--- src/tvv_pkg.sv ---
package tvv_pkg;

  localparam int VALUE_WIDTH = 32;
  localparam int TOL_WIDTH   = (VALUE_WIDTH > 32) ? VALUE_WIDTH : 32;

  // magnitude of a three-term sum, split into digits for the divide by three
  localparam int MAG_WIDTH   = VALUE_WIDTH + 1;
  localparam int DIGIT_WIDTH = 8;
  localparam int NUM_DIGITS  = (MAG_WIDTH + DIGIT_WIDTH - 1) / DIGIT_WIDTH;
  localparam int PAD_WIDTH   = NUM_DIGITS * DIGIT_WIDTH;
  localparam int CUR_WIDTH   = DIGIT_WIDTH + 2;
  localparam int PROD_WIDTH  = CUR_WIDTH + 10;

  // floor(x / 3) == (x * 683) >> 11 for every x below 1024
  localparam int RECIP3      = 683;
  localparam int RECIP_SHIFT = 11;

  localparam logic [1:0] ODD_FIRST  = 2'd0;
  localparam logic [1:0] ODD_SECOND = 2'd1;
  localparam logic [1:0] ODD_THIRD  = 2'd2;
  localparam logic [1:0] ODD_NONE   = 2'd3;

  typedef logic [VALUE_WIDTH-1:0] value_t;
  typedef logic [VALUE_WIDTH:0]   wide_t;
  typedef logic [TOL_WIDTH-1:0]   tol_t;

  // differences and sums of the three copies
  typedef struct packed {
    value_t                 a;
    value_t                 b;
    value_t                 c;
    wide_t                  d12;
    wide_t                  d23;
    wide_t                  d13;
    wide_t                  s12;
    wide_t                  s23;
    wide_t                  s13;
    logic [VALUE_WIDTH+1:0] s3;
  } front_t;

  // one item inside the divide pipeline
  typedef struct packed {
    logic                 use_div;
    logic                 neg;
    logic [PAD_WIDTH-1:0] mag;
    logic [1:0]           rem;
    logic [PAD_WIDTH-1:0] quo;
    value_t               value;
    logic                 all_agree;
    logic [1:0]           odd;
    value_t               maxd;
  } dstage_t;

endpackage

--- src/tvv_front.sv ---
module tvv_front (
  input  logic            clk,
  input  logic            rst_n,
  input  logic            in_valid,
  output logic            in_ready,
  input  tvv_pkg::value_t in_a,
  input  tvv_pkg::value_t in_b,
  input  tvv_pkg::value_t in_c,
  output logic            out_valid,
  input  logic            out_ready,
  output tvv_pkg::front_t out_data
);
  import tvv_pkg::*;

  logic   vld_r;
  front_t data_r, data_nxt;

  assign in_ready  = !vld_r || out_ready;
  assign out_valid = vld_r;
  assign out_data  = data_r;

  always_comb begin
    data_nxt.a   = in_a;
    data_nxt.b   = in_b;
    data_nxt.c   = in_c;
    data_nxt.d12 = {in_a[VALUE_WIDTH-1], in_a} - {in_b[VALUE_WIDTH-1], in_b};
    data_nxt.d23 = {in_b[VALUE_WIDTH-1], in_b} - {in_c[VALUE_WIDTH-1], in_c};
    data_nxt.d13 = {in_a[VALUE_WIDTH-1], in_a} - {in_c[VALUE_WIDTH-1], in_c};
    data_nxt.s12 = {in_a[VALUE_WIDTH-1], in_a} + {in_b[VALUE_WIDTH-1], in_b};
    data_nxt.s23 = {in_b[VALUE_WIDTH-1], in_b} + {in_c[VALUE_WIDTH-1], in_c};
    data_nxt.s13 = {in_a[VALUE_WIDTH-1], in_a} + {in_c[VALUE_WIDTH-1], in_c};
    data_nxt.s3  = {{2{in_a[VALUE_WIDTH-1]}}, in_a} + {{2{in_b[VALUE_WIDTH-1]}}, in_b}
                 + {{2{in_c[VALUE_WIDTH-1]}}, in_c};
  end

  always_ff @(posedge clk) begin
    if (!rst_n) begin
      vld_r <= 1'b0;
    end else if (in_ready) begin
      vld_r <= in_valid;
    end
  end

  always_ff @(posedge clk) begin
    if (in_ready && in_valid) begin
      data_r <= data_nxt;
    end
  end

endmodule

--- src/tvv_decide.sv ---
module tvv_decide (
  input  logic             clk,
  input  logic             rst_n,
  input  tvv_pkg::tol_t    tolerance,
  input  logic             in_valid,
  output logic             in_ready,
  input  tvv_pkg::front_t  in_data,
  output logic             out_valid,
  input  logic             out_ready,
  output tvv_pkg::dstage_t out_data
);
  import tvv_pkg::*;

  logic    vld_r;
  dstage_t data_r, data_nxt;

  wide_t                  neg12, neg23, neg13;
  value_t                 m12, m23, m13;
  logic                   g12, g23, g13;
  value_t                 mean12, mean23, mean13;
  logic [VALUE_WIDTH+1:0] neg3;
  logic [MAG_WIDTH-1:0]   mag3;
  logic                   swap, c_le_lo, hi_lt_c;
  value_t                 lo, hi, median;

  // mean of two, truncated toward zero
  function automatic value_t half_trunc(input wide_t s);
    wide_t t;
    t = {s[VALUE_WIDTH], s[VALUE_WIDTH:1]} + {{VALUE_WIDTH{1'b0}}, s[VALUE_WIDTH] & s[0]};
    return t[VALUE_WIDTH-1:0];
  endfunction

  assign in_ready  = !vld_r || out_ready;
  assign out_valid = vld_r;
  assign out_data  = data_r;

  always_comb begin
    neg12 = '0 - in_data.d12;
    neg23 = '0 - in_data.d23;
    neg13 = '0 - in_data.d13;
    m12 = in_data.d12[VALUE_WIDTH] ? neg12[VALUE_WIDTH-1:0] : in_data.d12[VALUE_WIDTH-1:0];
    m23 = in_data.d23[VALUE_WIDTH] ? neg23[VALUE_WIDTH-1:0] : in_data.d23[VALUE_WIDTH-1:0];
    m13 = in_data.d13[VALUE_WIDTH] ? neg13[VALUE_WIDTH-1:0] : in_data.d13[VALUE_WIDTH-1:0];

    g12 = TOL_WIDTH'(m12) <= tolerance;
    g23 = TOL_WIDTH'(m23) <= tolerance;
    g13 = TOL_WIDTH'(m13) <= tolerance;

    mean12 = half_trunc(in_data.s12);
    mean23 = half_trunc(in_data.s23);
    mean13 = half_trunc(in_data.s13);

    neg3 = '0 - in_data.s3;
    mag3 = in_data.s3[VALUE_WIDTH+1] ? neg3[MAG_WIDTH-1:0] : in_data.s3[MAG_WIDTH-1:0];

    // median from the signs of the differences; ties pick equal values
    swap    = !in_data.d12[VALUE_WIDTH];
    lo      = swap ? in_data.b : in_data.a;
    hi      = swap ? in_data.a : in_data.b;
    c_le_lo = swap ? !in_data.d23[VALUE_WIDTH] : !in_data.d13[VALUE_WIDTH];
    hi_lt_c = swap ? in_data.d13[VALUE_WIDTH] : in_data.d23[VALUE_WIDTH];
    median  = c_le_lo ? lo : (hi_lt_c ? hi : in_data.c);

    data_nxt.use_div   = 1'b0;
    data_nxt.neg       = in_data.s3[VALUE_WIDTH+1];
    data_nxt.mag       = PAD_WIDTH'(mag3);
    data_nxt.rem       = 2'd0;
    data_nxt.quo       = '0;
    data_nxt.all_agree = 1'b0;
    data_nxt.odd       = ODD_NONE;
    data_nxt.value     = median;

    if (m12 >= m23 && m12 >= m13) begin
      data_nxt.maxd = m12;
    end else if (m23 >= m13) begin
      data_nxt.maxd = m23;
    end else begin
      data_nxt.maxd = m13;
    end

    priority if (g12 && g23 && g13) begin
      data_nxt.use_div   = 1'b1;
      data_nxt.all_agree = 1'b1;
    end else if (g12) begin
      data_nxt.value = mean12;
      data_nxt.odd   = ODD_THIRD;
    end else if (g23) begin
      data_nxt.value = mean23;
      data_nxt.odd   = ODD_FIRST;
    end else if (g13) begin
      data_nxt.value = mean13;
      data_nxt.odd   = ODD_SECOND;
    end else begin
      data_nxt.value = median;
    end
  end

  always_ff @(posedge clk) begin
    if (!rst_n) begin
      vld_r <= 1'b0;
    end else if (in_ready) begin
      vld_r <= in_valid;
    end
  end

  always_ff @(posedge clk) begin
    if (in_ready && in_valid) begin
      data_r <= data_nxt;
    end
  end

endmodule

--- src/tvv_div3.sv ---
module tvv_div3 (
  input  logic             clk,
  input  logic             rst_n,
  input  logic             in_valid,
  output logic             in_ready,
  input  tvv_pkg::dstage_t in_data,
  output logic             out_valid,
  input  logic             out_ready,
  output tvv_pkg::value_t  out_voted_value,
  output logic             out_all_agree,
  output logic [1:0]       out_odd_copy,
  output tvv_pkg::value_t  out_peak_diff
);
  import tvv_pkg::*;

  wire dstage_t           st_q [NUM_DIGITS];
  wire [NUM_DIGITS-1:0]   vld_q;
  wire [NUM_DIGITS:0]     rdy;

  logic                   out_vld_r;
  value_t                 value_r, value_nxt;
  logic                   agree_r;
  logic [1:0]             odd_r;
  value_t                 maxd_r;
  logic [PAD_WIDTH-1:0]   quo_neg;

  assign in_ready         = rdy[0];
  assign rdy[NUM_DIGITS]  = !out_vld_r || out_ready;

  // one quotient digit per stage, most significant first
  for (genvar g = 0; g < NUM_DIGITS; g++) begin : g_digit
    dstage_t               src, stage_r, stage_nxt;
    logic                  src_vld, vld_r;
    logic [CUR_WIDTH-1:0]  cur, rem_full;
    logic [PROD_WIDTH-1:0] prod;
    logic [DIGIT_WIDTH-1:0] qd;

    if (g == 0) begin : g_head
      assign src     = in_data;
      assign src_vld = in_valid;
    end else begin : g_body
      assign src     = st_q[g-1];
      assign src_vld = vld_q[g-1];
    end

    assign rdy[g]   = !vld_r || rdy[g+1];
    assign st_q[g]  = stage_r;
    assign vld_q[g] = vld_r;

    always_comb begin
      cur       = {src.rem, src.mag[PAD_WIDTH-1 -: DIGIT_WIDTH]};
      prod      = PROD_WIDTH'(cur) * PROD_WIDTH'(RECIP3);
      qd        = prod[RECIP_SHIFT +: DIGIT_WIDTH];
      rem_full  = cur - ((CUR_WIDTH'(qd) << 1) + CUR_WIDTH'(qd));
      stage_nxt     = src;
      stage_nxt.rem = rem_full[1:0];
      stage_nxt.mag = src.mag << DIGIT_WIDTH;
      stage_nxt.quo = {src.quo[PAD_WIDTH-DIGIT_WIDTH-1:0], qd};
    end

    always_ff @(posedge clk) begin
      if (!rst_n) begin
        vld_r <= 1'b0;
      end else if (rdy[g]) begin
        vld_r <= src_vld;
      end
    end

    always_ff @(posedge clk) begin
      if (rdy[g] && src_vld) begin
        stage_r <= stage_nxt;
      end
    end
  end

  // apply the sign and pick the three-way mean where needed
  always_comb begin
    quo_neg = '0 - st_q[NUM_DIGITS-1].quo;
    if (st_q[NUM_DIGITS-1].use_div) begin
      value_nxt = st_q[NUM_DIGITS-1].neg ? quo_neg[VALUE_WIDTH-1:0]
                                         : st_q[NUM_DIGITS-1].quo[VALUE_WIDTH-1:0];
    end else begin
      value_nxt = st_q[NUM_DIGITS-1].value;
    end
  end

  always_ff @(posedge clk) begin
    if (!rst_n) begin
      out_vld_r <= 1'b0;
    end else if (rdy[NUM_DIGITS]) begin
      out_vld_r <= vld_q[NUM_DIGITS-1];
    end
  end

  always_ff @(posedge clk) begin
    if (rdy[NUM_DIGITS] && vld_q[NUM_DIGITS-1]) begin
      value_r <= value_nxt;
      agree_r <= st_q[NUM_DIGITS-1].all_agree;
      odd_r   <= st_q[NUM_DIGITS-1].odd;
      maxd_r  <= st_q[NUM_DIGITS-1].maxd;
    end
  end

  assign out_valid       = out_vld_r;
  assign out_voted_value = value_r;
  assign out_all_agree   = agree_r;
  assign out_odd_copy    = odd_r;
  assign out_peak_diff   = maxd_r;

endmodule

--- src/tolerance_tmr_voter.sv ---
// Three-copy voter with a tolerance window.
// Input channel (in_valid/in_ready) carries three signed Q16.16 copies of one
// value; the result channel (out_valid/out_ready) returns the voted value,
// an all-agree flag, the index of the odd copy (3 for none) and the largest
// pairwise absolute difference. Two copies agree when their difference is at
// most the tolerance written through cfg_wr_en/cfg_wr_data.
// All three agree: mean of three, truncated toward zero. Else the first
// agreeing pair (1-2, 2-3, 1-3) gives its mean. No pair agrees: median.
// The path from input transfer to output valid is one stage of
// differences and sums, one stage of tolerance compares and selection, five
// stages of the divide by three (one 8-bit quotient digit each) and the
// output register. One item is accepted every cycle when out_ready is high.
// Every stage holds its valid bit with its data; when the receiver stalls,
// stages fill up from the output backward and in_ready drops only once the
// whole pipeline is full, so nothing is lost or repeated.
// Reset (synchronous, rst_n low) empties the pipeline and clears the
// tolerance to zero. Write the tolerance only while the pipeline is empty.
module tolerance_tmr_voter (
  input  logic            clk,
  input  logic            rst_n,
  input  logic            cfg_wr_en,
  input  tvv_pkg::tol_t   cfg_wr_data,
  input  logic            in_valid,
  output logic            in_ready,
  input  tvv_pkg::value_t in_copy_first,
  input  tvv_pkg::value_t in_copy_second,
  input  tvv_pkg::value_t in_copy_third,
  output logic            out_valid,
  input  logic            out_ready,
  output tvv_pkg::value_t out_voted_value,
  output logic            out_all_agree,
  output logic [1:0]      out_odd_copy,
  output tvv_pkg::value_t out_peak_diff
);
  import tvv_pkg::*;

  tol_t    tol_r;
  logic    fr_valid, fr_ready;
  front_t  fr_data;
  logic    dc_valid, dc_ready;
  dstage_t dc_data;

  always_ff @(posedge clk) begin
    if (!rst_n) begin
      tol_r <= '0;
    end else if (cfg_wr_en) begin
      tol_r <= cfg_wr_data;
    end
  end

  tvv_front u_front (
    .clk       (clk),
    .rst_n     (rst_n),
    .in_valid  (in_valid),
    .in_ready  (in_ready),
    .in_a      (in_copy_first),
    .in_b      (in_copy_second),
    .in_c      (in_copy_third),
    .out_valid (fr_valid),
    .out_ready (fr_ready),
    .out_data  (fr_data)
  );

  tvv_decide u_decide (
    .clk       (clk),
    .rst_n     (rst_n),
    .tolerance (tol_r),
    .in_valid  (fr_valid),
    .in_ready  (fr_ready),
    .in_data   (fr_data),
    .out_valid (dc_valid),
    .out_ready (dc_ready),
    .out_data  (dc_data)
  );

  tvv_div3 u_div3 (
    .clk             (clk),
    .rst_n           (rst_n),
    .in_valid        (dc_valid),
    .in_ready        (dc_ready),
    .in_data         (dc_data),
    .out_valid       (out_valid),
    .out_ready       (out_ready),
    .out_voted_value (out_voted_value),
    .out_all_agree   (out_all_agree),
    .out_odd_copy    (out_odd_copy),
    .out_peak_diff   (out_peak_diff)
  );

endmodule
--- config.mk ---
export PLATFORM = sky130hd
export DESIGN_NAME = tolerance_tmr_voter
export DESIGN_NICKNAME = d
export VERILOG_FILES = /design/src/tvv_pkg.sv /design/src/tvv_front.sv /design/src/tvv_decide.sv /design/src/tvv_div3.sv /design/src/tolerance_tmr_voter.sv
export SDC_FILE = /design/constraint.sdc
export NUM_CORES = 2
export LEC_CHECK = 0
export ABC_AREA = 1
export BUFFER_PORTS_ARGS = -buffer_cell sky130_fd_sc_hd__buf_2
export CAP_MARGIN = 20
export CORE_MARGIN = 8
export CORE_UTILIZATION = 35
export CTS_BUF_LIST = sky130_fd_sc_hd__clkbuf_8
export CTS_CLUSTER_DIAMETER = 80
export DETAILED_ROUTE_END_ITERATION = 8
export HOLD_SLACK_MARGIN = 0.1
export PLACE_DENSITY = 0.53
export SLEW_MARGIN = 20
export SYNTH_ARGS = -nofsm -noshare
export SYNTH_HDL_FRONTEND = slang
export SYNTH_HIERARCHICAL = 1
export SYNTH_SLANG_ARGS = --single-unit
--- constraint.sdc ---
create_clock -name clk -period 24.4 [get_ports clk]
set_input_delay 0 -clock clk [delete_from_list [all_inputs] [get_ports clk]]
set_output_delay 0 -clock clk [all_outputs]
set_load 0.02 [all_outputs]
**Yosys cells after proc, flatten, opt, wreduce, memory -nomap -nowiden**

Index checks and enable logic that the tools add are counted.

- Output and inout bits: 69
- Word-level logic and storage cells: 156
- Input bits: 133
- Register bits after elaboration: 1044

- Reductions and logical operators: 30
- $add $sub $neg: 24
- Bitwise gates (word level): 3
- Magnitude comparators: 6
- Mux-type cells: 22
- Multipliers: 4

Operators by type and width:

| cell | count |
|---|---|
| $mux 32 | 15 |
| $add 32x32->33 | 4 |
| $sub 1x32->32 const A | 4 |
| $sub 32x32->33 | 3 |
| $add 32x2->32 | 3 |
| $ge 32x32->1 | 3 |
| $le 32x32->1 | 3 |
| $mul 10x10->19 const B | 4 |
| $add 33x32->34 | 1 |
| $mux 33 | 1 |
| $sub 1x33->33 const A | 1 |
| $logic_and 1x1->1 | 11 |
| $logic_not 1->1 | 10 |
| $logic_or 1x1->1 | 8 |
| $add 2x2->2 | 3 |
| $sub 2x2->2 | 3 |
| $mux 1 | 4 |
| $mux 2 | 2 |
| $and 1x1->1 | 3 |
| $add 2x2->2 const AB | 1 |
| $reduce_or 2->1 | 1 |
| $sub 1x2->2 | 1 |

**Longest topological paths before layout**

- Word-level depth: 10
- Depth in mapped cells: 27

**Hierarchy**

Netlist, hierarchy kept.

By module, submodules not included:

| module | instances | cells each | area an instance (um2) |
|---|---|---|---|
| tvv_front | 1 | 3987 | 28257.1 |
| tvv_div3 | 1 | 2104 | 28091.9 |
| tvv_decide | 1 | 2783 | 17494.3 |
| tolerance_tmr_voter | 1 | 202 | 1335.0 |

**Worst setup path after synthesis**

OpenSTA, ideal clock, no wires.

- Path kind: reg2reg
- Start: register u_div3.out_vld_r (netlist: u_div3/out_valid)
- End: register u_front.data_r, in the netlist u_front/out_data[0] (enable)
- Stages on the path, launching flop included: 14
- Period minus slack after synthesis: 17.668 ns
- Setup slack: 6.732 ns
- Buffers on the path: 0
- Data required time: 23.280 ns
- Setup time: 1.120 ns
- Arrival time: 16.548 ns
- Cells stage by stage: dfxtp_1 -> inv_1 -> nor2_1 -> inv_1 -> nor2_1 -> inv_1 -> nor2_2 -> nand2_1 -> nor2_2 -> nand2_1 -> inv_1 -> nand2_1 -> inv_1 -> a21oi_1

- Cells in the longest elaborated chain, start to end: 10

RTL lines:

| what | line | source |
|---|---|---|
| start, declared | tvv_div3.sv:20 | `logic out_vld_r;` |
| start signal, assigned | tvv_div3.sv:91 | `out_vld_r <= vld_q[NUM_DIGITS-1];` |
| $logic_not 1->1 | tvv_div3.sv:28 | `assign rdy[NUM_DIGITS] = !out_vld_r \|\| out_ready;` |
| $logic_or 1x1->1 | tvv_div3.sv:28 |  |
| $logic_or 1x1->1 (5 in a row) | tvv_div3.sv:46 | `assign rdy[g] = !vld_r \|\| rdy[g+1];` |
| via dc_ready | tolerance_tmr_voter.sv:40 | `logic dc_valid, dc_ready;` |
| $logic_or 1x1->1 | tvv_decide.sv:33 | `assign in_ready = !vld_r \|\| out_ready;` |
| via fr_ready | tolerance_tmr_voter.sv:38 | `logic fr_valid, fr_ready;` |
| $logic_or 1x1->1 | tvv_front.sv:18 | `assign in_ready = !vld_r \|\| out_ready;` |
| $logic_and 1x1->1 | tvv_front.sv:45 | `if (in_ready && in_valid) begin` |
| end signal, assigned | tvv_front.sv:46 | `data_r <= data_nxt;` |
| end, declared | tvv_front.sv:16 | `front_t data_r, data_nxt;` |

The timed path passes the listed nets, and every way through them passes these cells.
A chain may end at the register's enable or synchronous reset.

==> metrics.yaml <==
r2r_setup_slack_ns: 18.56
grt_pass1_vias: 58810
syn_inst: 9036
cts_root_buffer: "clkbuf_8"
wl_per_cell_um: 21.63
path_cells: "inv_2 -> ha_1 -> nand3_1 -> nor2_1 -> nand2_1 -> nor2_2 -> nand2_1 -> o21ai_0 -> xor2_1 -> inv_1 -> ha_1 -> nand2_1 -> nor2_1 -> o21ai_1 -> nand2_1 -> a21oi_1 -> nand2_2 -> nand2_4 -> nand3_4 -> nand2_1 -> nand3_1 -> nand2_1"
hp-class: "in -> reg"
antenna_found_initial: 28
critical_path_arrival_ns: 6.72
design_area_sq_um: 85890
placedCellCount: 11900
path_class: "reg -> reg"
reg2regPathDepth: 22
clk_latency_ns: 1.01
boundaryPins: 202
worst_setup_path_end_kind: "flip-flop"
drt-vias-per-instance: 4.873
hold_ws_ns: 0.1626
area_growth_pct: 14.70
drive_gt1_share_pct: 7.168
relSlewSlack_pct: 23.96
io_buffers: 201
htreeDepth: 4
initial_core_util_pct: 35.27
holdPathEnd: "tol_r[29]"
worstMarginPinSlew_ns: 1.129
finalSetupTns_ns: 0
period_needed_ns: 5.837
rsz0062_at_grt: "false"
cellLeakagePower_nw: 40.89
syn_area_sq_um: 74880
fmax_mhz: 171.3
die-area_sq_um: 229000
die_h_um: 478.5
r2r-end: "u_decide/out_data[52]"
grt_pass1_wl_um: 392700
cts_made_buffers: 188
max_cap_violations: 0
slowest_delay_ns: 0.60
ir_drop_v: 0.00008047
hpwlAfterDp_um: 218800
multi_input_area_sq_um: 36510
cts_num_sinks: 1046
slowest_stage: "nand3_4"
vias: 61470
crit_path_frequent_cell: "nand2_1"
status: "finished, final reports clean"
rows: 169
drt-total-wl_um: 272800
gp_congestion: 0.9745
cts_tree: "yes"
stdcell_count: 12610
final_util_pct: 40.46
synth_warnings: 6
clockBufferDepth: 3
fillCellCount: 21530
core_area_sq_um: 212300
post-route-period-util_pct: 23.92
finalClockSkew_ns: 0.1112
setup_viol: 0
dp_slack_ns: 18.62
power.total_mw: 6.843
finalWorstSetupSlack_ns: 18.56
postSynthAreaPerCell_sq_um: 8.287
cp-start-kind: "flip-flop"
grt_max_degree: 189
final-hold-violation-count: 0
layout.nets: 10600
final-seq-area_sq_um: 31010
p_per_area_nw_per_um2: 79.67
critical_path.max_fanout: 55
postRouteAntennaNets: 0
worstReg2RegStart: "u_front/out_data[133]"
firstDrtPassIters: 6
die_x_um: 478.5
clk_pin_slew_ns: 0.06
grt-ovfl-total: 0
cp.required_ns: 25.28
post_dp_cell_area_sq_um: 78410
hp-start: "cfg_wr_en"
finalMaxSlewViolations: 0
drt_iter0_drc: 5460
grt_use_total_pct: 23.01
drc_errors: 0
holdPathStages: 4
==> sequential cells by signal, summed over array words and instances (netlist names) <==
signal	count
u_front/out_valid	1
u_front/out_data	325
u_decide/out_valid	1
u_decide/out_data	101
u_div3/out_voted_value	32
u_div3/out_odd_copy	2
u_div3/g_digit.vld_r	5
u_div3/out_all_agree	1
u_div3/g_digit.stage_r	513
tol_r	32
u_div3/out_peak_diff	32
u_div3/out_valid	1
==> final cells by class <==
class                      count  area share (%)
multi-input combinational   6176           42.51
sequential                  1046           36.11
inverter                    1622           7.105
timing repair buffer         594           5.673
tap                         2821           4.110
clock buffer                 190           3.045
clock inverter               152           1.416
antenna                       13         0.03788
==> where the power goes <==
group	internal, mW	total, mW	switching, mW
Clock	0.865	1.67	0.805
Sequential	2.24	2.38	0.139
Combinational	0.891	2.80	1.90
Total	3.99	6.84	2.85
==> cells in the final DEF, fill, tap and decap left out, drive strengths merged, types with 37 or more instances in the layout <==
cell type,n
nor2,778
clkinv,71
buf,234
xor2,269
a21oi,359
o211ai,37
inv,1688
nor3,118
dlygate4sd3,360
xnor2,77
nand4,105
edfxtp,1006
dfxtp,40
fa,139
nand3,490
ha,698
o21bai,42
clkbuf,190
o21ai,226
nand2,2695
==> metal layers <==
metal | routed length, um | GRT usage, % | share of wire [%]
met5 | 59 | 0 | 0.022
met4 | 13420 | 10.22 | 4.9
met3 | 16680 | 3.511 | 6.1
met2 | 123100 | 37.37 | 45
met1 | 119500 | 30.45 | 44
==> worst max-delay path by stage <==
stage | startpoint | to | slack [ns]
after detailed placement | u_front/out_data[166] | u_decide/out_data[31] | 18.62
final | u_front/out_data[133] | u_decide/out_data[52] | 18.56
after CTS | u_front/out_data[166] | u_decide/out_data[14] | 18.55
after global routing | u_front/out_data[166] | u_decide/out_data[10] | 18.06
after floorplan | u_div3/out_valid | u_front/out_data[0] | 6.73
after global placement | u_front/out_data[133] | u_decide/out_data[49] | 18.68
==> what timing repair did <==
action | 4_1_cts | 5_1_grt
hold endpoints to repair | 430 | 0
buffers inserted | 0 | 0
hold buffers | 360 | 0
gates resized for setup | 0 | 0
==> worst max-delay path, delay by kind of cell, from the launching register on <==
family,cells,cell delay (ns)
and+or+nand+nor,14,3.41
buffers and inverters,2,0.23
xor gates and xnor gates,1,0.44
adders and majority gates,2,0.47
AOI/OAI and AO/OA,3,0.72
DFF,1,0.47
Note: power is estimated with default switching activity, not from simulation.
